<file path="config.mk">
export PLATFORM = sky130hd
export DESIGN_NAME = per_sender_event_counter_table
export DESIGN_NICKNAME = d
export VERILOG_FILES = /design/src/rtl/core/psec_pkg.sv /design/src/rtl/core/psec_lookup.sv /design/src/rtl/core/per_sender_event_counter_table.sv
export SDC_FILE = /design/constraint.sdc
export NUM_CORES = 2
export LEC_CHECK = 0
export BUFFER_PORTS_ARGS = -buffer_cell sky130_fd_sc_hd__buf_2
export CAP_MARGIN = 25
export CORE_MARGIN = 2
export CORE_UTILIZATION = 60
export CTS_CLUSTER_DIAMETER = 60
export CTS_CLUSTER_SIZE = 8
export DETAILED_ROUTE_END_ITERATION = 12
export GPL_ROUTABILITY_DRIVEN = 0
export PLACE_DENSITY = 0.77
export RECOVER_POWER = 25
export SYNTH_ARGS = -nofsm -noshare
export SYNTH_HDL_FRONTEND = slang
export SYNTH_SLANG_ARGS = --single-unit
</file>
<file path="constraint.sdc">
create_clock -name i_clk -period 26.2 [get_ports i_clk]
set_input_delay 3.93 -clock i_clk [delete_from_list [all_inputs] [get_ports i_clk]]
set_output_delay 3.93 -clock i_clk [all_outputs]
set_load 0.05 [all_outputs]
</file>
<file path="src/rtl/core/psec_pkg.sv">
// Shared request codes, row kinds and lookup status type for the event counter table.
`timescale 1ns / 1ps
package psec_pkg;

    localparam logic [1:0] REQ_COUNT_A = 2'd0;
    localparam logic [1:0] REQ_COUNT_B = 2'd1;
    localparam logic [1:0] REQ_END     = 2'd2;

    localparam logic ROW_FEEDBACK = 1'b0;
    localparam logic ROW_REPORT   = 1'b1;

    typedef struct packed {
        logic hit;    // sender found among filled slots
        logic full;   // sender unknown and no slot free
        logic alloc;  // sender unknown, new slot taken
    } t_lkp_status;

endpackage

</file>
<file path="src/rtl/core/psec_lookup.sv">
// Key registers, parallel key compare, slot encoding and allocation with fill level.
`timescale 1ns / 1ps
module psec_lookup #(
    parameter int DEPTH = 16,
    parameter int KEY_W = 22,
    parameter int IDX_W = 4,
    parameter int FILL_W = 5
) (
    input  logic                   i_clk,
    input  logic                   i_rst_n,
    input  logic                   i_cmp_en,
    input  logic [KEY_W-1:0]       i_key,
    input  logic                   i_resolve,
    input  logic                   i_clear,
    output psec_pkg::t_lkp_status  o_status,
    output logic [IDX_W-1:0]       o_index,
    output logic [FILL_W-1:0]      o_fill
);
    import psec_pkg::*;

    logic [KEY_W-1:0]  r_key [DEPTH];
    logic [KEY_W-1:0]  r_key_q;
    logic [DEPTH-1:0]  r_hit;
    logic [DEPTH-1:0]  n_hit;
    logic [FILL_W-1:0] r_fill;
    logic [IDX_W-1:0]  hit_idx;
    t_lkp_status       status;

    // compare against every filled slot; keys are unique so at most one hits
    always_comb begin
        for (int i = 0; i < DEPTH; i++) begin
            n_hit[i] = (FILL_W'(i) < r_fill) && (r_key[i] == i_key);
        end
    end

    always_comb begin
        hit_idx = '0;
        for (int i = 0; i < DEPTH; i++) begin
            hit_idx = hit_idx | (r_hit[i] ? IDX_W'(i) : '0);
        end
    end

    always_comb begin
        status.hit   = |r_hit;
        status.full  = !status.hit && (r_fill == FILL_W'(DEPTH));
        status.alloc = !status.hit && !status.full;
    end

    assign o_status = status;
    assign o_index  = status.hit ? hit_idx : (status.alloc ? r_fill[IDX_W-1:0] : '0);
    assign o_fill   = r_fill;

    always_ff @(posedge i_clk) begin
        if (!i_rst_n) begin
            r_hit  <= '0;
            r_fill <= '0;
        end else begin
            if (i_cmp_en) begin
                r_hit <= n_hit;
            end
            if (i_clear) begin
                r_fill <= '0;
            end else if (i_resolve && status.alloc) begin
                r_fill <= r_fill + FILL_W'(1);
            end
        end
    end

    always_ff @(posedge i_clk) begin
        if (i_cmp_en) begin
            r_key_q <= i_key;
        end
        if (i_resolve && status.alloc) begin
            r_key[r_fill[IDX_W-1:0]] <= r_key_q;
        end
    end

endmodule

</file>
<file path="src/rtl/core/per_sender_event_counter_table.sv">
// Top level of the per-sender event counter table: sequencer, count memory, output register.
`timescale 1ns / 1ps
// Each accepted request (count A, count B, or end) looks its sender up among the
// filled slots, allocating a zeroed slot for an unknown sender while one is free.
// It returns one feedback row with the slot index and counts after the update,
// or table_full set (index and counts zero, event dropped) when no slot is free.
// An end request then streams one report row per filled slot, in slot order,
// and empties the table; last_row marks the final row caused by a request.
// Steps: a count request is compared in the cycle it is accepted, then the
// lookup state encodes the hit, allocates and reads the memory, then the update
// state does the read-modify-write of the count memory and loads the feedback
// row into the output register; the next request is accepted in the cycle the
// feedback row is loaded, if the output register has room. An end request adds,
// per filled slot, a report read (memory read) and an emit (output load) step.
// Keys live in registers for the parallel compare; keys and counts also live
// in one synchronous memory, one row per slot, with a registered read. A full
// output register stalls the sequencer without losing data.
module per_sender_event_counter_table #(
    parameter int TABLE_DEPTH = 16,
    parameter int KEY_WIDTH   = 22,
    parameter int COUNT_WIDTH = 32,
    parameter int IDX_W       = $clog2(TABLE_DEPTH)
) (
    input  logic                   i_clk,
    input  logic                   i_rst_n,
    input  logic                   i_valid,
    output logic                   o_ready,
    input  logic [1:0]             i_req_type,
    input  logic [KEY_WIDTH-1:0]   i_sender_id,
    output logic                   o_valid,
    input  logic                   i_ready,
    output logic                   o_row_kind,
    output logic [IDX_W-1:0]       o_entry_index,
    output logic                   o_table_full,
    output logic [KEY_WIDTH-1:0]   o_key_out,
    output logic [COUNT_WIDTH-1:0] o_count_a,
    output logic [COUNT_WIDTH-1:0] o_count_b,
    output logic                   o_last_row
);
    import psec_pkg::*;

    localparam int FILL_W  = IDX_W + 1;
    localparam int ROW_W   = KEY_WIDTH + 2 * COUNT_WIDTH;

    localparam logic [2:0] S_IDLE = 3'd0;
    localparam logic [2:0] S_LOOK = 3'd1;  // encode hit, allocate, read counts
    localparam logic [2:0] S_UPD  = 3'd2;  // modify, write back, feedback row
    localparam logic [2:0] S_RD   = 3'd3;  // report: read slot
    localparam logic [2:0] S_EMIT = 3'd4;  // report: load row

    logic [2:0]  r_state, n_state;
    logic [1:0]  r_kind;
    logic [KEY_WIDTH-1:0] r_key;
    logic [IDX_W-1:0]     r_idx;
    logic        r_full;
    logic        r_alloc;
    logic [IDX_W-1:0]     r_ptr;

    // count memory: {key, count_a, count_b} per slot
    logic [ROW_W-1:0] r_mem [TABLE_DEPTH];
    logic [ROW_W-1:0] r_rd;
    logic             mem_rd_en;
    logic [IDX_W-1:0] mem_rd_addr;
    logic             mem_we;

    // output register
    logic        r_ovalid;
    logic        r_o_kind;
    logic [IDX_W-1:0]       r_o_idx;
    logic        r_o_full;
    logic [KEY_WIDTH-1:0]   r_o_key;
    logic [COUNT_WIDTH-1:0] r_o_a;
    logic [COUNT_WIDTH-1:0] r_o_b;
    logic        r_o_last;

    t_lkp_status       lkp_status;
    logic [IDX_W-1:0]  lkp_index;
    logic [FILL_W-1:0] lkp_fill;

    logic        in_accept;
    logic        out_free;
    logic        load_fb;
    logic        load_rpt;
    logic        rpt_last;
    logic        rpt_clear;
    logic [COUNT_WIDTH-1:0] cur_a, cur_b, new_a, new_b;

    assign out_free  = !r_ovalid || i_ready;
    assign o_ready   = (r_state == S_IDLE) ||
                       ((r_state == S_UPD) && out_free && (r_kind != REQ_END));
    assign in_accept = i_valid && o_ready;

    psec_lookup #(
        .DEPTH  (TABLE_DEPTH),
        .KEY_W  (KEY_WIDTH),
        .IDX_W  (IDX_W),
        .FILL_W (FILL_W)
    ) u_lookup (
        .i_clk     (i_clk),
        .i_rst_n   (i_rst_n),
        .i_cmp_en  (in_accept),
        .i_key     (i_sender_id),
        .i_resolve (r_state == S_LOOK),
        .i_clear   (rpt_clear),
        .o_status  (lkp_status),
        .o_index   (lkp_index),
        .o_fill    (lkp_fill)
    );

    // read-modify-write of the counts; a fresh slot starts from zero
    always_comb begin
        cur_a = r_alloc ? '0 : r_rd[2*COUNT_WIDTH-1:COUNT_WIDTH];
        cur_b = r_alloc ? '0 : r_rd[COUNT_WIDTH-1:0];
        new_a = cur_a;
        new_b = cur_b;
        if (r_kind == REQ_COUNT_A && cur_a != '1) begin
            new_a = cur_a + COUNT_WIDTH'(1);
        end
        if (r_kind == REQ_COUNT_B && cur_b != '1) begin
            new_b = cur_b + COUNT_WIDTH'(1);
        end
    end

    assign load_fb   = (r_state == S_UPD) && out_free;
    assign load_rpt  = (r_state == S_EMIT) && out_free;
    assign rpt_last  = (({1'b0, r_ptr} + FILL_W'(1)) == lkp_fill);
    assign rpt_clear = load_rpt && rpt_last;

    // one read port, shared by the lookup read and the report sweep
    assign mem_rd_en   = (r_state == S_LOOK) || (r_state == S_RD);
    assign mem_rd_addr = (r_state == S_LOOK) ? lkp_index : r_ptr;
    assign mem_we      = load_fb && !r_full;

    always_ff @(posedge i_clk) begin
        if (mem_we) begin
            r_mem[r_idx] <= {r_key, new_a, new_b};
        end
        if (mem_rd_en) begin
            r_rd <= r_mem[mem_rd_addr];
        end
    end

    always_comb begin
        n_state = r_state;
        case (r_state)
            S_IDLE: begin
                if (in_accept) n_state = S_LOOK;
            end
            S_LOOK: n_state = S_UPD;
            S_UPD: begin
                if (load_fb) begin
                    if (r_kind == REQ_END) n_state = S_RD;
                    else if (in_accept)    n_state = S_LOOK;
                    else                   n_state = S_IDLE;
                end
            end
            S_RD: n_state = S_EMIT;
            S_EMIT: begin
                if (load_rpt) n_state = rpt_last ? S_IDLE : S_RD;
            end
            default: n_state = S_IDLE;
        endcase
    end

    always_ff @(posedge i_clk) begin
        if (!i_rst_n) begin
            r_state  <= S_IDLE;
            r_ovalid <= 1'b0;
        end else begin
            r_state <= n_state;
            if (load_fb || load_rpt) begin
                r_ovalid <= 1'b1;
            end else if (i_ready) begin
                r_ovalid <= 1'b0;
            end
        end
    end

    always_ff @(posedge i_clk) begin
        if (in_accept) begin
            r_kind <= i_req_type;
            r_key  <= i_sender_id;
        end
        if (r_state == S_LOOK) begin
            r_idx   <= lkp_index;
            r_full  <= lkp_status.full;
            r_alloc <= lkp_status.alloc;
        end
        if (load_fb) begin
            r_ptr <= '0;
        end else if (load_rpt) begin
            r_ptr <= r_ptr + IDX_W'(1);
        end
        if (load_fb) begin
            r_o_kind <= ROW_FEEDBACK;
            r_o_idx  <= r_idx;
            r_o_full <= r_full;
            r_o_key  <= r_key;
            r_o_a    <= r_full ? '0 : new_a;
            r_o_b    <= r_full ? '0 : new_b;
            r_o_last <= (r_kind != REQ_END) || (lkp_fill == '0);
        end else if (load_rpt) begin
            r_o_kind <= ROW_REPORT;
            r_o_idx  <= r_ptr;
            r_o_full <= 1'b0;
            r_o_key  <= r_rd[ROW_W-1:2*COUNT_WIDTH];
            r_o_a    <= r_rd[2*COUNT_WIDTH-1:COUNT_WIDTH];
            r_o_b    <= r_rd[COUNT_WIDTH-1:0];
            r_o_last <= rpt_last;
        end
    end

    assign o_valid       = r_ovalid;
    assign o_row_kind    = r_o_kind;
    assign o_entry_index = r_o_idx;
    assign o_table_full  = r_o_full;
    assign o_key_out     = r_o_key;
    assign o_count_a     = r_o_a;
    assign o_count_b     = r_o_b;
    assign o_last_row    = r_o_last;

    // an accepted request always goes to the lookup step
    a_accept_look: assert property (@(posedge i_clk) disable iff (!i_rst_n)
        in_accept |=> (r_state == S_LOOK))
        else $error("accepted request did not enter lookup");

    // a dropped event only happens with every slot filled
    a_full_fill: assert property (@(posedge i_clk) disable iff (!i_rst_n)
        ((r_state == S_UPD) && r_full) |-> (lkp_fill == FILL_W'(TABLE_DEPTH)))
        else $error("table_full with a free slot");

    // fill level never passes the table depth
    a_fill_bound: assert property (@(posedge i_clk) disable iff (!i_rst_n)
        (lkp_fill <= FILL_W'(TABLE_DEPTH)))
        else $error("fill level beyond table depth");

    // the final report row empties the table
    a_report_clear: assert property (@(posedge i_clk) disable iff (!i_rst_n)
        rpt_clear |=> ((lkp_fill == '0) && (r_state == S_IDLE)))
        else $error("table not emptied after report");

endmodule

</file>
Yosys cells after proc, flatten, opt, wreduce, memory -nomap -nowiden:

Memories as Yosys holds them, arrays and structs flattened. A register that Yosys moved wholly into a read port is not among the register bits.
Index checks and enable logic that the tools add are counted.

* flip-flop bits (word level): 152
* memory bits (writable): 1728
* input bits: 28
* output and inout port bits: 95
* logic and storage cells: 178
* memories kept: 2

* $add $sub $neg: 5
* magnitude comparators: 16
* equal/unequal tests: 30
* multiplexer cells: 49
* bitwise operators: 15
* reductions and logical operators: 44

Memory list
* r_mem: words 16, bits a word 86, read ports 1, clocked after Yosys merged registers in 1, write ports 1, line per_sender_event_counter_table.sv:60 `logic [ROW_W-1:0] r_mem [TABLE_DEPTH];`
* u_lookup.r_key: words 16, bits a word 22, read ports 16, clocked after Yosys merged registers in 0, write ports 1, line psec_lookup.sv:21 `logic [KEY_W-1:0] r_key [DEPTH];`

Operator list (count)
* == test 22 bit: 16
* 2-to-1 mux 32 bit: 10
* adder 32 x 1 -> 32 bit (second input constant): 2
* inequality test 32 bit (second input constant): 2
* OR 4 bit: 14
* 2-to-1 mux 4 bit: 13
* 2-to-1 mux 22 bit: 2
* less-than comparator 4 x 5 -> 1 bit (first input constant): 8
* logical AND 1 bit: 27
* 2-to-1 mux 3 bit: 7
* less-than comparator 3 x 5 -> 1 bit (first input constant): 4
* OR reduction 16 bit: 1
* one-hot mux 3 bit (5 select lines): 1
* 2-to-1 mux 1 bit: 12
* less-than comparator 1 x 5 -> 1 bit (first input constant): 2
* less-than comparator 2 x 5 -> 1 bit (first input constant): 2
* 2-to-1 mux 2 bit: 4
* inequality test 2 bit (second input constant): 4
* == test 3 x 2 -> 1 bit (second input constant): 2
* adder 4 x 1 -> 5 bit (second input constant): 1
* adder 5 x 1 -> 5 bit (second input constant): 1
* == test 5 bit: 1
* == test 5 bit (second input constant): 1
* zero test 5 bit: 1
* 13 further kinds: 21

Depth between registers and ports, before layout:

* word-level depth: 17
* depth in mapped cells: 13
* depth with buffers taken out: 9

Modules after synthesis:

From an unflattened synthesis, not the netlist that was laid out.

* cell total of the unflattened synthesis: 5382
* area total of the unflattened synthesis: 81095.3 sq um

By module, submodules not included
* per_sender_event_counter_table: times used 1, cells each 4333, area an instance 64650.8 sq um, sequential area each 47745.8 sq um
* psec_lookup: times used 1, cells each 1049, area an instance 16444.5 sq um, sequential area each 11651.2 sq um

Least setup slack after synthesis:

OpenSTA, ideal clock, no wires.

* kind: input to register
* start point: in i_ready
* end point: mem r_mem[1][0] in the netlist's numbering, enable pin
* setup time: 636 ps
* arrival time: 10888 ps
* path slack: 14676 ps
* cell stages on the path: 8
* path through: nor2b_1 > nor3_1 > nand2b_1 > clkbuf_1 > clkbuf_1 > nor2_1 > nand2_1 > nor3_1

* word-level cells in the longest chain between the ends: 5

Ends and longest elaborated chain
* from (decl): line per_sender_event_counter_table.sv:31 `input logic i_ready,`
* logical OR 1 bit: line per_sender_event_counter_table.sv:88 `assign out_free = !r_ovalid || i_ready;`
* logical AND 1 bit: line per_sender_event_counter_table.sv:124 `assign load_fb = (r_state == S_UPD) && out_free;`
* logical AND 1 bit: line per_sender_event_counter_table.sv:132 `assign mem_we = load_fb && !r_full;`
* 2-to-1 mux 1 bit: line per_sender_event_counter_table.sv:135 `if (mem_we) begin`
* 2-to-1 mux 1 bit (implied by the code): line per_sender_event_counter_table.sv:136 `r_mem[r_idx] <= {r_key, new_a, new_b};`
* to (decl): line per_sender_event_counter_table.sv:60

Every way passes these cells.

Final worst setup path:

* start point: in i_ready
* end point: out o_ready

* word-level cells in the longest chain between the ends: 4

Ends and longest elaborated chain
* logical OR 1 bit: line per_sender_event_counter_table.sv:88
* logical AND 1 bit (2 in a row): line per_sender_event_counter_table.sv:90 `((r_state == S_UPD) && out_free && (r_kind != REQ_END));`
* logical OR 1 bit: line per_sender_event_counter_table.sv:89 `assign o_ready = (r_state == S_IDLE) ||`
* to (decl): line per_sender_event_counter_table.sv:27 `output logic o_ready,`

Every way passes these cells.

==> flow_metrics.py <==
metrics = {
    "critical_path": {
        "r2r-end": "r_rd[61]",
        "start_kind": "input pin",
        "critPathMostFrequentCell": "buf_2",
        "cp.required_ns": 22.27,
        "r2r-start": "r_state[0]",
        "reg2reg_slack_ns": 19.77,
        "cp_slowest_cell": "a211oi_1",
        "worstPathArrival_ns": 5.14,
        "cpPeakStageDelay_ns": 0.48,
        "end_kind": "output port",
        "rr_worst_depth": 3,
        "cp_max_fo": 3,
        "crit_chain": "buf_2 -> nand2b_1 -> nand2_1 -> a211oi_1 -> buf_2",
        "criticalPathCategory": "input pin to output port",
    },
    "grt": {
        "overflow": 0,
        "met3_usage_pct": 7.06,
        "grt_pass1_vias": 46100,
        "grt_busiest_layer": "met2",
        "grtUsageTotal_pct": 29.5,
        "use_met2_pct": 45.9,
        "grt_pass1_wl_um": 293000,
        "met1_usage_pct": 40.9,
        "antenna_found_initial": 10,
        "grt_max_degree": 180,
    },
    "drt": {
        "viasPerCell": 6.58,
        "drc": 0,
        "drtIter0Drc": 6686,
        "wire_per_inst_um": 28.3,
        "drtAntennaViolNets": 0,
        "firstDrtPassIters": 6,
        "drt_wl_total_um": 201000,
        "vias": 46800,
    },
    "layout": {
        "layout_commonest_cell": "edfxtp_1",
        "final_cell_mix": "edfxtp_1, nand2_1, mux2i_1",
        "seq_area_mm2": 0.0587,
        "fillers": 8245,
        "num-nets-final": 5333,
        "drive_above_1_share_pct": 11.2,
        "multiInputGateArea_mm2": 0.0191,
        "area.growth.synth_to_final_pct": 13.6,
    },
    "logic_synthesis": {
        "yosysSeqAreaShare_pct": 74.4,
        "synth-edff-count": 1936,
        "synth-main-ff-cell": "edfxtp_1",
        "synth_top_cell_by_area": "edfxtp_1",
        "synthArstFlopShare_pct": 0,
        "syn_avg_cell_area_um2": 15.7,
        "synth_area_mm2": 0.0789,
        "syn_nets": 5072,
        "synth_seq_cells": 1966,
        "synthTopCellsByArea": "edfxtp_1, mux2i_1, nand2_1",
        "synth_warnings": 0,
        "yosys.area.top_type_share_pct": 73.6,
        "synthCells": 5037,
        "ys_types": 69,
    },
    "power_and_ir_drop": {
        "sw_frac_of_total_pct": 22.9,
        "clkPwrFrac_pct": 43.7,
        "ir_drop_uv": 76.5,
        "pwr-share-comb_pct": 8.5,
        "pwr-share-seq_pct": 47.7,
        "p_leak_nw": 29.3,
        "p_int_mw": 5.74,
        "switchingPower_mw": 1.70,
        "powerDensity_mw_per_mm2": 83.1,
    },
    "timing": {
        "fin_tns_setup_ns": 0,
        "setup_viol": 0,
        "whs_ns": 0.496,
        "clock_skew_ns": 0.0598,
        "grt_setup_unrepaired": "no",
        "final.min_clock_period_ns": 9.07,
        "worstMarginPinSlew_ns": 3.64,
        "slew_headroom_pct": -143,
        "period_share_pct": 34.6,
        "hold_violations": 0,
        "maxSlewViolCount": 359,
        "clock.fmax_mhz": 110,
    },
    "cts": {
        "insertion_delay_ns": 0.91,
        "postCtsSetupBuffers": 0,
        "cts-root-buf": "clkbuf_16",
        "cts_repair_resize_count": 0,
        "cts_tree": "done",
        "cts_buffer_depth": 4,
        "cts_hold_buf": 0,
        "path_clk_slew_ns": 0.05,
        "numCtsBuffers": 296,
        "cts.sinks": 1966,
        "cts_max_level": 5,
    },
    "floorplanning": {
        "coreArea_mm2": 0.131,
        "boundaryPins": 123,
        "dieArea_mm2": 0.134,
        "die-width_um": 367,
        "start_util_pct": 60.3,
        "dieHeight_um": 367,
        "row_count": 133,
    },
    "outcome": {
        "outcome": "finished, violations left",
        "violations": "max-capacitance violations, max-slew violations",
    },
    "worst_hold_path": {
        "holdPathEnd": "o_row_kind",
        "min_from": "o_row_kind",
        "min_path_type": "flop to flop",
        "whs_path_depth": 2,
    },
    "placed_design": {
        "port_buffers": 122,
        "hpwl_um": 104000,
    },
    "flow_run": {
        "maxCapViolations": 11,
    },
}
-- registers in the layout, summed over array words and instances, names as in the netlist, 5 cells and up --
signal / flops
o_count_a: 32
o_count_b: 32
o_key_out: 22
r_mem: 1376
r_rd: 86
u_lookup.o_fill: 5
u_lookup.r_hit: 16
u_lookup.r_key: 352
u_lookup.r_key_q: 22
-- synth_stat cells, drive strengths merged, types with 6 or more instances --
cell	number
edfxtp	1936
and3	15
nand2b	31
nor4	80
o22ai	173
dfxtp	30
a21boi	6
nor2	107
xnor2	219
nand4	73
or2	6
ha	7
nand3	34
nor2b	212
nand2	514
mux2i	353
inv	19
o31ai	17
clkbuf	223
nor3	35
and2	9
or3	13
or4	92
buf	86
a21oi	45
a22o	12
xor2	205
a211oi	179
a311oi	172
o21ai	61
a31oi	15
-- cell families (layout without fill, tap and decap cells) --
| family | Yosys count | in the layout | synth area share, % |
|---|---|---|---|
| DFF | 1966 | 1966 | 74.4 |
| and+or+nand+nor | 1240 | 1240 | 8.00 |
| AOI/OAI and AO/OA | 716 | 716 | 6.54 |
| xor gates and xnor gates | 424 | 424 | 4.70 |
| muxes | 355 | 355 | 4.50 |
| buffers and inverters | 329 | 639 | 1.72 |
| adders and majority gates | 7 | 7 | 0.111 |
| other | 0 | 4 | 0 |
-- metrics by stage --
| stage | std cells | utilization, % | total power, mW | cell area [um2] | setup slack [ns] |
|---|---|---|---|---|---|
| 6_report | 7106 | 68.5 | 7.45 | 89700 | 17.13 |
| 5_1_grt | 7102 | 68.5 | 7.64 | 89700 | 17.02 |
| 4_1_cts | 7074 | 68.4 | 7.46 | 89600 | 17.04 |
| 3_5_place_dp | 6727 | 62.4 | 4.23 | 81800 | 17.05 |
| 3_3_place_gp | 6714 | 62.3 | 4.22 | 81600 | 17.03 |
| 2_1_floorplan | 5037 | - | 4.04 | 78900 | 14.68 |
-- critical path: cells and delay by family --
| kind | cells | cell delay [ns] |
|---|---|---|
| AND/OR/NAND/NOR | 2 | 0.24 |
| AO/OA/AOI/OAI | 1 | 0.48 |
| buffers and inverters | 2 | 0.49 |
-- power groups by stage --
stage	logic [mW]	clock network, mW	registers, mW
global route	0.674	3.42	3.55
detailed placement	0.624	0	3.61
CTS	0.631	3.28	3.55
floorplan	0.420	0	3.62
finish	0.635	3.26	3.55
global placement	0.611	0	3.61
-- area by class of cell --
cell class                      instances  area share [%]
Multi-Input combinational cell       2742            21.3
Antenna cell                            4          0.0112
Inverter                               20          0.0837
Clock buffer                          342            8.62
Clock inverter                          5          0.0488
Timing Repair Buffer                  272            2.01
Sequential cell                      1966            65.5
Tap cell                             1755            2.45
-- routing by layer --
layer,up-vias,routed length [um]
li1,19900,-
met2,2980,94500
met3,450,23000
met5,-,24
met4,4,6440
met1,23400,76900
-- how the worst max path moves through the flow --
| stage | slack (ns) | cells after the start | start | to |
|---|---|---|---|---|
| after floorplan | 14.68 | 8 | i_ready | r_mem[1][0] |
| final | 17.13 | 5 | i_ready | o_ready |
| after global routing | 17.02 | 5 | i_ready | o_ready |
| after global placement | 17.03 | 5 | i_ready | o_ready |
| after CTS | 17.04 | 5 | i_ready | o_ready |
| after detailed placement | 17.05 | 5 | i_ready | o_ready |
Note: power is estimated with default switching activity, not from simulation.
